`config.mk`:
```
export PLATFORM = sky130hd
export DESIGN_NAME = rgb_to_hsv_converter
export DESIGN_NICKNAME = d
export VERILOG_FILES = /design/src/rgbhsv_pkg.sv /design/src/rgbhsv_prep.sv /design/src/rgbhsv_div.sv /design/src/rgbhsv_out.sv /design/src/rgb_to_hsv_converter.sv
export SDC_FILE = /design/constraint.sdc
export NUM_CORES = 2
export LEC_CHECK = 0
export BUFFER_PORTS_ARGS = -buffer_cell sky130_fd_sc_hd__buf_2
export CORE_ASPECT_RATIO = 1.75
export CORE_MARGIN = 5
export CORE_UTILIZATION = 29
export DETAILED_ROUTE_END_ITERATION = 12
export GPL_TIMING_DRIVEN = 0
export PLACE_DENSITY = 0.47
export SLEW_MARGIN = 10
export SYNTH_ARGS = -nofsm -noshare
export SYNTH_HDL_FRONTEND = slang
export SYNTH_SLANG_ARGS = --single-unit
```
`constraint.sdc`:
```
create_clock -name clk -period 14.65 [get_ports clk]
set_input_delay 2.1975 -clock clk [delete_from_list [all_inputs] [get_ports clk]]
set_output_delay 2.1975 -clock clk [all_outputs]
set_load 0.01 [all_outputs]
```
`src/rgbhsv_pkg.sv`:
```
package rgbhsv_pkg;

  // default channel width, full scale is 2^CHANNEL_BITS - 1
  localparam int CHANNEL_BITS_DEF = 8;

  // quotient bits of every divider lane (saturation reaches 65536)
  localparam int QUO_W = 17;

  localparam int HUE_W = 15;
  localparam int Q16_W = 16;
  localparam int OUT_DATA_W = ((HUE_W + 2 * Q16_W + 7) / 8) * 8;

  // hue in 1/64 degree
  localparam int HUE_UNITS_60 = 3840;
  localparam int HUE_UNITS_360 = 23040;

  typedef enum logic [1:0] {
    SECTOR_RED   = 2'd0,
    SECTOR_GREEN = 2'd1,
    SECTOR_BLUE  = 2'd2
  } hue_sector_t;

  // per-pixel flags that ride alongside the divider lanes
  typedef struct packed {
    hue_sector_t sector;
    logic        hue_neg;   // channel difference below zero
    logic        gray;      // max equals min
    logic        black;     // max is zero
  } hsv_side_t;

endpackage

```
`src/rgbhsv_prep.sv`:
```
module rgbhsv_prep
  import rgbhsv_pkg::*;
#(
  parameter int CHANNEL_BITS = CHANNEL_BITS_DEF,
  localparam int REM_W = CHANNEL_BITS + QUO_W
) (
  input  logic                    clk,
  input  logic                    rst,
  input  logic                    in_valid,
  output logic                    in_ready,
  input  logic [CHANNEL_BITS-1:0] red,
  input  logic [CHANNEL_BITS-1:0] green,
  input  logic [CHANNEL_BITS-1:0] blue,
  output logic                    out_valid,
  input  logic                    out_ready,
  output logic [REM_W-1:0]        hue_num,
  output logic [CHANNEL_BITS-1:0] hue_den,
  output logic [REM_W-1:0]        sat_num,
  output logic [CHANNEL_BITS-1:0] sat_den,
  output logic [Q16_W-1:0]        brightness,
  output hsv_side_t               side
);

  // copies of the max needed to fill the q0.16 brightness
  localparam int REP = (Q16_W + CHANNEL_BITS - 1) / CHANNEL_BITS;

  logic [CHANNEL_BITS-1:0]     mx;
  logic [CHANNEL_BITS-1:0]     mn;
  logic [CHANNEL_BITS-1:0]     delta;
  logic [CHANNEL_BITS:0]       diff;
  logic [CHANNEL_BITS-1:0]     diff_abs;
  logic [REP*CHANNEL_BITS-1:0] mx_rep;
  hsv_side_t                   side_next;

  always_comb begin
    // red wins ties, then green
    if (red >= green && red >= blue) begin
      mx = red;
      side_next.sector = SECTOR_RED;
      diff = {1'b0, green} - {1'b0, blue};
    end else if (green >= blue) begin
      mx = green;
      side_next.sector = SECTOR_GREEN;
      diff = {1'b0, blue} - {1'b0, red};
    end else begin
      mx = blue;
      side_next.sector = SECTOR_BLUE;
      diff = {1'b0, red} - {1'b0, green};
    end
    mn = red;
    if (green < mn) mn = green;
    if (blue < mn) mn = blue;
    delta = mx - mn;
    side_next.hue_neg = diff[CHANNEL_BITS];
    diff_abs = diff[CHANNEL_BITS] ? CHANNEL_BITS'(-diff) : diff[CHANNEL_BITS-1:0];
    side_next.gray = (delta == '0);
    side_next.black = (mx == '0);
    // mx/(2^n-1) in binary is mx repeated, full scale gives all ones (clipped value)
    mx_rep = {REP{mx}};
  end

  assign in_ready = !out_valid || out_ready;

  always_ff @(posedge clk) begin
    if (rst) begin
      out_valid <= 1'b0;
    end else if (in_ready) begin
      out_valid <= in_valid;
    end
  end

  always_ff @(posedge clk) begin
    if (in_valid && in_ready) begin
      hue_num    <= REM_W'(diff_abs) * REM_W'(HUE_UNITS_60);
      hue_den    <= delta;
      sat_num    <= REM_W'(delta) << Q16_W;
      sat_den    <= mx;
      brightness <= mx_rep[REP*CHANNEL_BITS-1 -: Q16_W];
      side       <= side_next;
    end
  end

endmodule

```
`src/rgbhsv_div.sv`:
```
module rgbhsv_div
  import rgbhsv_pkg::*;
#(
  parameter int CHANNEL_BITS = CHANNEL_BITS_DEF,
  localparam int REM_W = CHANNEL_BITS + QUO_W
) (
  input  logic                    clk,
  input  logic                    rst,
  input  logic                    in_valid,
  output logic                    in_ready,
  input  logic [REM_W-1:0]        in_hue_num,
  input  logic [CHANNEL_BITS-1:0] in_hue_den,
  input  logic [REM_W-1:0]        in_sat_num,
  input  logic [CHANNEL_BITS-1:0] in_sat_den,
  input  logic [Q16_W-1:0]        in_brightness,
  input  hsv_side_t               in_side,
  output logic                    out_valid,
  input  logic                    out_ready,
  output logic [QUO_W-1:0]        hue_quo,
  output logic                    hue_rem_nz,
  output logic [QUO_W-1:0]        sat_quo,
  output logic [Q16_W-1:0]        brightness,
  output hsv_side_t               out_side
);

  // index 0 is the input, index s+1 the register behind stage s
  logic                    valid   [QUO_W+1];
  logic                    ready   [QUO_W+1];
  logic [REM_W-1:0]        hue_rem [QUO_W+1];
  logic [CHANNEL_BITS-1:0] hue_den [QUO_W+1];
  logic [QUO_W-1:0]        hue_q   [QUO_W+1];
  logic [REM_W-1:0]        sat_rem [QUO_W+1];
  logic [CHANNEL_BITS-1:0] sat_den [QUO_W+1];
  logic [QUO_W-1:0]        sat_q   [QUO_W+1];
  logic [Q16_W-1:0]        bright  [QUO_W+1];
  hsv_side_t               side    [QUO_W+1];

  assign valid[0]   = in_valid;
  assign in_ready   = ready[0];
  assign hue_rem[0] = in_hue_num;
  assign hue_den[0] = in_hue_den;
  assign hue_q[0]   = '0;
  assign sat_rem[0] = in_sat_num;
  assign sat_den[0] = in_sat_den;
  assign sat_q[0]   = '0;
  assign bright[0]  = in_brightness;
  assign side[0]    = in_side;

  assign ready[QUO_W] = out_ready;

  // restoring division, one quotient bit per stage, msb first
  for (genvar s = 0; s < QUO_W; s++) begin : g_stage
    localparam int J = QUO_W - 1 - s;

    logic [REM_W-1:0] hue_trial;
    logic [REM_W-1:0] sat_trial;
    logic             hue_ge;
    logic             sat_ge;

    always_comb begin
      hue_trial = REM_W'(hue_den[s]) << J;
      sat_trial = REM_W'(sat_den[s]) << J;
      hue_ge = hue_rem[s] >= hue_trial;
      sat_ge = sat_rem[s] >= sat_trial;
    end

    assign ready[s] = !valid[s+1] || ready[s+1];

    always_ff @(posedge clk) begin
      if (rst) begin
        valid[s+1] <= 1'b0;
      end else if (ready[s]) begin
        valid[s+1] <= valid[s];
      end
    end

    always_ff @(posedge clk) begin
      if (valid[s] && ready[s]) begin
        hue_rem[s+1] <= hue_ge ? hue_rem[s] - hue_trial : hue_rem[s];
        sat_rem[s+1] <= sat_ge ? sat_rem[s] - sat_trial : sat_rem[s];
        hue_q[s+1]   <= hue_q[s] | (QUO_W'(hue_ge) << J);
        sat_q[s+1]   <= sat_q[s] | (QUO_W'(sat_ge) << J);
        hue_den[s+1] <= hue_den[s];
        sat_den[s+1] <= sat_den[s];
        bright[s+1]  <= bright[s];
        side[s+1]    <= side[s];
      end
    end
  end

  assign out_valid  = valid[QUO_W];
  assign hue_quo    = hue_q[QUO_W];
  assign hue_rem_nz = (hue_rem[QUO_W] != '0);
  assign sat_quo    = sat_q[QUO_W];
  assign brightness = bright[QUO_W];
  assign out_side   = side[QUO_W];

endmodule

```
`src/rgbhsv_out.sv`:
```
module rgbhsv_out
  import rgbhsv_pkg::*;
(
  input  logic                  clk,
  input  logic                  rst,
  input  logic                  in_valid,
  output logic                  in_ready,
  input  logic [QUO_W-1:0]      hue_quo,
  input  logic                  hue_rem_nz,
  input  logic [QUO_W-1:0]      sat_quo,
  input  logic [Q16_W-1:0]      brightness,
  input  hsv_side_t             side,
  output logic                  m_tvalid,
  input  logic                  m_tready,
  output logic [OUT_DATA_W-1:0] m_tdata
);

  logic [QUO_W-1:0] hue_base;
  logic [QUO_W-1:0] hue_sum;
  logic [HUE_W-1:0] hue;
  logic [Q16_W-1:0] saturation;

  always_comb begin
    unique case (side.sector)
      SECTOR_RED:   hue_base = '0;
      SECTOR_GREEN: hue_base = QUO_W'(2 * HUE_UNITS_60);
      SECTOR_BLUE:  hue_base = QUO_W'(4 * HUE_UNITS_60);
      default:      hue_base = '0;
    endcase
    // floor of a negative fraction rounds away from zero
    if (side.hue_neg) begin
      hue_sum = hue_base - hue_quo - QUO_W'(hue_rem_nz);
    end else begin
      hue_sum = hue_base + hue_quo;
    end
    if (hue_sum[QUO_W-1]) begin
      hue_sum = hue_sum + QUO_W'(HUE_UNITS_360);
    end
    hue = side.gray ? '0 : hue_sum[HUE_W-1:0];

    if (side.black) begin
      saturation = '0;
    end else begin
      saturation = sat_quo[QUO_W-1] ? '1 : sat_quo[Q16_W-1:0];
    end
  end

  assign in_ready = !m_tvalid || m_tready;

  always_ff @(posedge clk) begin
    if (rst) begin
      m_tvalid <= 1'b0;
    end else if (in_ready) begin
      m_tvalid <= in_valid;
    end
  end

  always_ff @(posedge clk) begin
    if (in_valid && in_ready) begin
      m_tdata <= OUT_DATA_W'({brightness, saturation, hue});
    end
  end

endmodule

```
`src/rgb_to_hsv_converter.sv`:
```
// rgb to hsv pixel converter: takes one rgb pixel per beat and returns one hsv
// beat per pixel, in order. hue is in 1/64 degree (0 to 23039), saturation is
// max-min over max and brightness is max over full scale, both q0.16 and
// clipped at 65535. a gray pixel gives hue 0, a black pixel saturation 0;
// ties for the maximum go to red, then green. throughput is one pixel per
// cycle with no gaps while m_tready holds high. an input beat passes through
// a register for max/min, operand setup and brightness (the max bit pattern
// repeated), the restoring dividers (one quotient bit per stage, hue and
// saturation in parallel lanes, brightness riding alongside) and the output
// register, which takes the hue assembly and clipping. each stage holds its
// own valid bit and stalls only when the stage behind it is full, so empty
// slots are squeezed out under back pressure.
module rgb_to_hsv_converter
  import rgbhsv_pkg::*;
#(
  parameter int CHANNEL_BITS = CHANNEL_BITS_DEF,
  localparam int IN_DATA_W = ((3 * CHANNEL_BITS + 7) / 8) * 8
) (
  input  logic                  clk,
  input  logic                  rst,
  // rgb pixel in
  input  logic                  s_tvalid,
  output logic                  s_tready,
  input  logic [IN_DATA_W-1:0]  s_tdata,   // red, green, blue, zero fill
  // hsv result out
  output logic                  m_tvalid,
  input  logic                  m_tready,
  output logic [OUT_DATA_W-1:0] m_tdata    // hue, saturation, brightness, zero fill
);

  localparam int REM_W = CHANNEL_BITS + QUO_W;

  // channel fields of the input beat
  logic [CHANNEL_BITS-1:0] red;
  logic [CHANNEL_BITS-1:0] green;
  logic [CHANNEL_BITS-1:0] blue;

  assign red   = s_tdata[CHANNEL_BITS-1:0];
  assign green = s_tdata[2*CHANNEL_BITS-1:CHANNEL_BITS];
  assign blue  = s_tdata[3*CHANNEL_BITS-1:2*CHANNEL_BITS];

  // setup stage to divider
  logic                    prep_valid;
  logic                    prep_ready;
  logic [REM_W-1:0]        prep_hue_num;
  logic [CHANNEL_BITS-1:0] prep_hue_den;
  logic [REM_W-1:0]        prep_sat_num;
  logic [CHANNEL_BITS-1:0] prep_sat_den;
  logic [Q16_W-1:0]        prep_brightness;
  hsv_side_t               prep_side;

  // divider to output stage
  logic                    div_valid;
  logic                    div_ready;
  logic [QUO_W-1:0]        div_hue_quo;
  logic                    div_hue_rem_nz;
  logic [QUO_W-1:0]        div_sat_quo;
  logic [Q16_W-1:0]        div_brightness;
  hsv_side_t               div_side;

  // max/min, hue sector, brightness and divider operands
  rgbhsv_prep #(
    .CHANNEL_BITS (CHANNEL_BITS)
  ) u_prep (
    .clk        (clk),
    .rst        (rst),
    .in_valid   (s_tvalid),
    .in_ready   (s_tready),
    .red        (red),
    .green      (green),
    .blue       (blue),
    .out_valid  (prep_valid),
    .out_ready  (prep_ready),
    .hue_num    (prep_hue_num),
    .hue_den    (prep_hue_den),
    .sat_num    (prep_sat_num),
    .sat_den    (prep_sat_den),
    .brightness (prep_brightness),
    .side       (prep_side)
  );

  // two-lane pipelined divider
  rgbhsv_div #(
    .CHANNEL_BITS (CHANNEL_BITS)
  ) u_div (
    .clk           (clk),
    .rst           (rst),
    .in_valid      (prep_valid),
    .in_ready      (prep_ready),
    .in_hue_num    (prep_hue_num),
    .in_hue_den    (prep_hue_den),
    .in_sat_num    (prep_sat_num),
    .in_sat_den    (prep_sat_den),
    .in_brightness (prep_brightness),
    .in_side       (prep_side),
    .out_valid     (div_valid),
    .out_ready     (div_ready),
    .hue_quo       (div_hue_quo),
    .hue_rem_nz    (div_hue_rem_nz),
    .sat_quo       (div_sat_quo),
    .brightness    (div_brightness),
    .out_side      (div_side)
  );

  // hue wrap, clipping and output register
  rgbhsv_out u_out (
    .clk        (clk),
    .rst        (rst),
    .in_valid   (div_valid),
    .in_ready   (div_ready),
    .hue_quo    (div_hue_quo),
    .hue_rem_nz (div_hue_rem_nz),
    .sat_quo    (div_sat_quo),
    .brightness (div_brightness),
    .side       (div_side),
    .m_tvalid   (m_tvalid),
    .m_tready   (m_tready),
    .m_tdata    (m_tdata)
  );

endmodule

```
== Yosys cells after proc, flatten, opt, wreduce, memory -nomap -nowiden ==
Cells that the tools add are included.

* Bits in registers: 2099
* Input bits: 28

* Add/sub/neg operators: 42
* Multipliers: 1
* $lt $le $gt $ge: 39
* Eq/ne operators: 2
* Mux-type cells: 45
* Bitwise gates (word level): 32
* Reductions and logical operators: 61

{| class="wikitable"
|+ Operators with widths
! kind !! count
|-
| $mux 25 || 31
|-
| $ge 25x10->1 || 2
|-
| $ge 25x11->1 || 2
|-
| $ge 25x12->1 || 2
|-
| $ge 25x13->1 || 2
|-
| $ge 25x14->1 || 2
|-
| $ge 25x15->1 || 2
|-
| $ge 25x16->1 || 2
|-
| $ge 25x17->1 || 2
|-
| $ge 25x18->1 || 2
|-
| $ge 25x19->1 || 2
|-
| $ge 25x20->1 || 2
|-
| $ge 25x21->1 || 2
|-
| $ge 25x22->1 || 2
|-
| $ge 25x23->1 || 2
|-
| $ge 25x8->1 || 2
|-
| $ge 25x9->1 || 2
|-
| $sub 25x10->25 || 2
|-
| $sub 25x11->25 || 2
|-
| $sub 25x12->25 || 2
|-
| $sub 25x13->25 || 2
|-
| $sub 25x14->25 || 2
|-
| $sub 25x15->25 || 2
|-
| $sub 25x16->25 || 2
|-
| 55 further kinds || 145
|}

== Logic depth before layout (Yosys ltp) ==
* Depth after elaboration: 21
* Gate-level depth with buffers: 31
* Mapped depth without buffers: 28

== Hierarchy ==
From an unflattened synthesis, not the netlist that was laid out.

* Cells, all modules: 6020
* Area, all modules: 83167.3 µm²

{| class="wikitable"
|+ Modules (own cells, without submodules)
! module !! times used !! cells each !! area an instance (µm²) !! sequential area each (µm²)
|-
| rgbhsv_div || 1 || 5204 || 75426.1 || 52710.6
|-
| rgbhsv_prep || 1 || 526 || 4703.3 || 1011.0
|-
| rgbhsv_out || 1 || 290 || 3037.9 || 1431.4
|}

== Least setup slack after synthesis ==
Ideal clock, no wire load.

* Path type: in2reg
* From: input port m_tready
* To: register u_div.bright[39] in the netlist's numbering (enable)
* Arrival: 9.522 ns
* Required time: 13.949 ns
* Slack: 4.427 ns
* Stages on the path: 3
* Path buffers: 0
* Cells stage by stage: nor2b_1 -> and3_1 -> a21boi_0

* Cells in the longest elaborated chain, start to end: 5

{| class="wikitable"
|+ RTL lines
! element !! line !! text
|-
| start, declared || rgb_to_hsv_converter.sv:27 || <nowiki>input logic m_tready,</nowiki>
|-
| $logic_or 1x1->1 || rgbhsv_out.sv:48 || <nowiki>assign in_ready = !m_tvalid || m_tready;</nowiki>
|-
| $logic_or 1x1->1 (3 in a row) || rgbhsv_div.sv:67 || <nowiki>assign ready[s] = !valid[s+1] || ready[s+1];</nowiki>
|-
| $logic_and 1x1->1 || rgbhsv_div.sv:78 || <nowiki>if (valid[s] && ready[s]) begin</nowiki>
|-
| end signal, assigned by index || rgbhsv_div.sv:85 || <nowiki>bright[s+1] <= bright[s];</nowiki>
|-
| end, declared || rgbhsv_div.sv:35 || <nowiki>logic [Q16_W-1:0] bright [QUO_W+1];</nowiki>
|}

No other way between the ends.
A chain may end at the register's enable or synchronous reset.

== Final worst setup path ==
* From: input port s_tdata[9]
* To: register u_prep.hue_num[19] (netlist name)

* Cells in the longest elaborated chain, start to end: 6
* Elaborated cells on any way between the ends: 10
* Those cells by class: add/sub (3); mul (1); order compare (2); mux (3); reduce/logical (1)

{| class="wikitable"
|+ RTL lines
! element !! line !! text
|-
| start, declared || rgb_to_hsv_converter.sv:24 || <nowiki>input logic [IN_DATA_W-1:0] s_tdata,</nowiki>
|-
| $sub 8x8->9 (tied with other cells) || rgbhsv_prep.sv:48 || <nowiki>diff = {1'b0, red} - {1'b0, green};</nowiki>
|-
| $mux 9 or $logic_and 1x1->1 (tied branches) || rgbhsv_prep.sv:41, rgbhsv_prep.sv:37 ||
|-
| $mux 9 (*) || rgbhsv_prep.sv:37 || <nowiki>if (red >= green && red >= blue) begin</nowiki>
|-
| $neg 8->8 || rgbhsv_prep.sv:55 || <nowiki>diff_abs = diff[CHANNEL_BITS] ? CHANNEL_BITS'(-diff) : diff[CHANNEL_BITS-1:0];</nowiki>
|-
| $mux 8 (*) || rgbhsv_prep.sv:55 ||
|-
| $mul 8x4->12 (*) || rgbhsv_prep.sv:74 || <nowiki>hue_num <= REM_W'(diff_abs) * REM_W'(HUE_UNITS_60);</nowiki>
|}

Mark *: on every way between the ends. The rest lies on a longest branch, timed or not.

==> results.sh <==
export IMPL_synth_xor_area_share_pct=5.565
export IMPL_ys_types=75
export IMPL_firstDrtPassIters=4
export IMPL_initial_core_util_pct=29.06
export IMPL_post_cts_resized=0
export IMPL_final_cell_mix="edfxtp_1 (1316), inv_1 (571), nor2_1 (438), ha_1 (355), nand2_1 (286)"
export IMPL_tritoncts="done"
export IMPL_pwr_density_cell_nw_per_um2=119.9
export IMPL_syn_area_um2=64520
export IMPL_grtUsageMet1_pct=7.624
export IMPL_area_delta_synth_final_pct=14.59
export IMPL_ys_async_sr_fraction_pct=0
export IMPL_ir_drop_v=0.00007859
export IMPL_max_stage_delay_ns=0.75
export IMPL_grt_use_total_pct=10.28
export IMPL_grt_pass1_vias=40600
export IMPL_grt_pass1_wl_um=195500
export IMPL_cp_max_fo=10
export IMPL_layout_commonest_cell="edfxtp_1"
export IMPL_antenna_found_initial=1
export IMPL_drc_errors=0
export IMPL_whs_ns=0.4012
export IMPL_htree_num_levels=4
export IMPL_worst_slack_ns=5.670
export IMPL_final_util_pct=33.30
export IMPL_synth_top_family_by_area="simple AND/OR/NAND/NOR gates"
export IMPL_final_nets=5844
export IMPL_crit_top_cell="inv_1"
export IMPL_io_pins=78
export IMPL_die_x_um=366.6
export IMPL_clk_pin_slew_ns=0.06
export IMPL_post_route_min_period_ns=8.980
export IMPL_synth_ff_type="edfxtp_1"
export IMPL_ys_ff_latch=1335
export IMPL_postRouteAntennaNets=0
export IMPL_nFillCells=21760
export IMPL_dp_cells=8161
export IMPL_crit_path_start_kind="input pin"
export IMPL_min_period_over_period_pct=61.30
export IMPL_rows=229
export IMPL_final_max_slew_violation_count=0
export IMPL_grtUsageMet2_pct=23.18
export IMPL_grt_met3_usage_pct=1.467
export IMPL_die_area_um2=232400
export IMPL_cts_hold_buf=0
export IMPL_vias=37710
export IMPL_worst_pin_slew_ns=1.227
export IMPL_regArea_um2=39900
export IMPL_cts_root_buf="clkbuf_16"
export IMPL_synth_edf_count=1316
export IMPL_syn_area_per_cell_um2=12.50
export IMPL_placement_io_buffers=75
export IMPL_place_ws_ns=4.854
export IMPL_critPathKind="in2reg"
export IMPL_status="finished, final reports clean"
export IMPL_core_area_um2=222100
export IMPL_wl_per_cell_um=14.34
export IMPL_routed_wl_um=120500
export IMPL_slowest_stage="nor3b_1"
export IMPL_post_cts_setup_buffers=0
export IMPL_multi_input_area_um2=22330
export IMPL_synth_seq_area_share_pct=61.84
export IMPL_synth_fa_ha_area_share_pct=8.342
export IMPL_via_per_inst=4.488
export IMPL_cts_buffer_depth=4
export IMPL_syn_inst=5160
export IMPL_synth_fp_nets=5589
export IMPL_grt_overflow=0
export IMPL_tns_ns=0
export IMPL_synthMuxAreaShare_pct=1.003
export IMPL_clock_latency_ns=0.77
export IMPL_hp_class="reg2reg"
export IMPL_relSlewSlack_pct=17.45
export IMPL_power_leakage_nw=26.66
export IMPL_layout_drive_gt1_share_pct=7.237
export IMPL_required_ns=15.15
export IMPL_synth_compound_area_share_pct=8.135
export IMPL_drv_cap=0
export IMPL_cp_arrival_ns=9.48
export IMPL_fmax_ghz=0.1114
export IMPL_busiest_layer="met2"
export IMPL_instances_no_fill=8401
export IMPL_gp_congestion=0.8742
export IMPL_ys_warn_count=0
export IMPL_hold_viol_final=0
export IMPL_finalSetupViolCount=0
export IMPL_fin_skew_ns=0.05405
export IMPL_dieHeight_um=634.0
export IMPL_rsz0062_at_grt="no"
export IMPL_end_kind="flip-flop"
export IMPL_cts_sinks=1335
export IMPL_cts_buffers=139
export IMPL_grt_max_degree=63
export IMPL_drtIter0Drc=1096
export IMPL_hpwl_um=94540
export IMPL_synth_simple_area_share_pct=11.23
[cells by family after synthesis]
| kind of cell | Yosys count |
|---|---|
| adders and majority gates | 403 |
| AOI/OAI and AO/OA | 850 |
| buffers and inverters | 655 |
| other | 1 |
| DFF | 1335 |
| xor gates and xnor gates | 410 |
| muxes | 61 |
| and+or+nand+nor | 1445 |
[cell usage after synthesis, types with 8 or more instances]
library cell	count	area share, %
o211ai_1	8	0.093
or4_1	28	0.33
edfxtp_1	1316	61
o21ai_0	257	2.0
a21oi_1	220	1.7
buf_4	9	0.10
nor2b_1	89	0.86
nand4_1	53	0.51
a21boi_0	91	1.1
a211oi_1	13	0.15
nand4b_1	11	0.15
nand3b_1	22	0.26
mux2i_1	32	0.50
inv_1	571	3.3
or2_2	11	0.11
o21a_1	41	0.48
nand3_1	79	0.61
and2_1	27	0.26
ha_1	355	6.9
o31ai_1	80	0.93
dfxtp_1	19	0.59
mux2_2	29	0.51
o41ai_1	9	0.12
clkbuf_1	66	0.38
fa_1	46	1.4
nor4b_1	19	0.26
or3_1	65	0.63
xnor2_1	203	2.8
o21bai_1	21	0.24
xor2_1	207	2.8
nand2_1	286	1.7
nand2b_1	70	0.68
nor4_1	76	0.74
and3_1	15	0.15
nor3b_1	10	0.12
nor3_1	116	0.90
a31oi_1	12	0.12
a21o_1	51	0.59
nor2_1	438	2.5
[critical path, delay by kind of cell]
kind / cells / cell delay [ns]
AOI/OAI and AO/OA: 10 / 2.10
adders and majority gates: 5 / 1.86
and+or+nand+nor: 7 / 1.51
buffers and inverters: 7 / 1.45
xor gates and xnor gates: 2 / 0.35
[power by group]
part,internal [mW],switching [mW]
combinational,0.484,0.601
clock,2.03,1.41
sequential,4.29,0.0483
[registers in the layout, indices dropped and copies added, names as in the netlist, 12 cells and up]
register,flops
u_div.sat_quo,17
u_prep.hue_num,12
u_div.bright,128
u_div.sat_rem,264
u_out.m_tdata,39
u_div.sat_q,136
u_div.hue_q,136
u_div.valid,16
u_div.hue_quo,17
u_div.side,80
u_div.g_stage.hue_trial,128
u_div.hue_rem,325
[metal layers]
| metal | wire length, µm | vias to the layer above | share of wire [%] |
|---|---|---|---|
| met4 | 7517 | 0 | 6.2 |
| met1 | 35370 | 17820 | 29 |
| met2 | 74310 | 502 | 62 |
| met3 | 3261 | 320 | 2.7 |
| met5 | 0 | - | 0 |
| li1 | - | 19070 | - |
[area by class of cell]
cell class              instances  area share, %
multi-input cells            3170          30.20
diodes                          1       0.003384
well taps                    2887          4.885
clock inverters                71         0.9865
clock buffers                 168          4.967
inverters                     571          2.899
plain buffers                  84         0.4924
repair buffers                114          1.608
flip-flops and latches       1335          53.96
[per-stage QoR]
| step | cell area (µm²) | power (mW) |
|---|---|---|
| 2_1_floorplan | 64520 | 5.264 |
| 3_3_place_gp | 68510 | 5.510 |
| 3_5_place_dp | 69520 | 5.527 |
| 4_1_cts | 73920 | 9.042 |
| 5_1_grt | 73940 | 9.320 |
| 6_report | 73940 | 8.867 |
[worst paths after layout]
path | startpoint | endpoint | slack [ns] | cells after the start
max | s_tdata[9] | u_prep.hue_num[19] | 5.67 | 31
min | u_div.hue_q[131] | u_div.hue_q[114] | 0.40 | 0
max reg2reg | u_div.g_stage[12].hue_trial[5] | u_div.hue_rem[109] | 10.29 | 14
min reg2reg | u_div.hue_q[131] | u_div.hue_q[114] | 0.40 | 0
(Power assumes the default switching activity.)
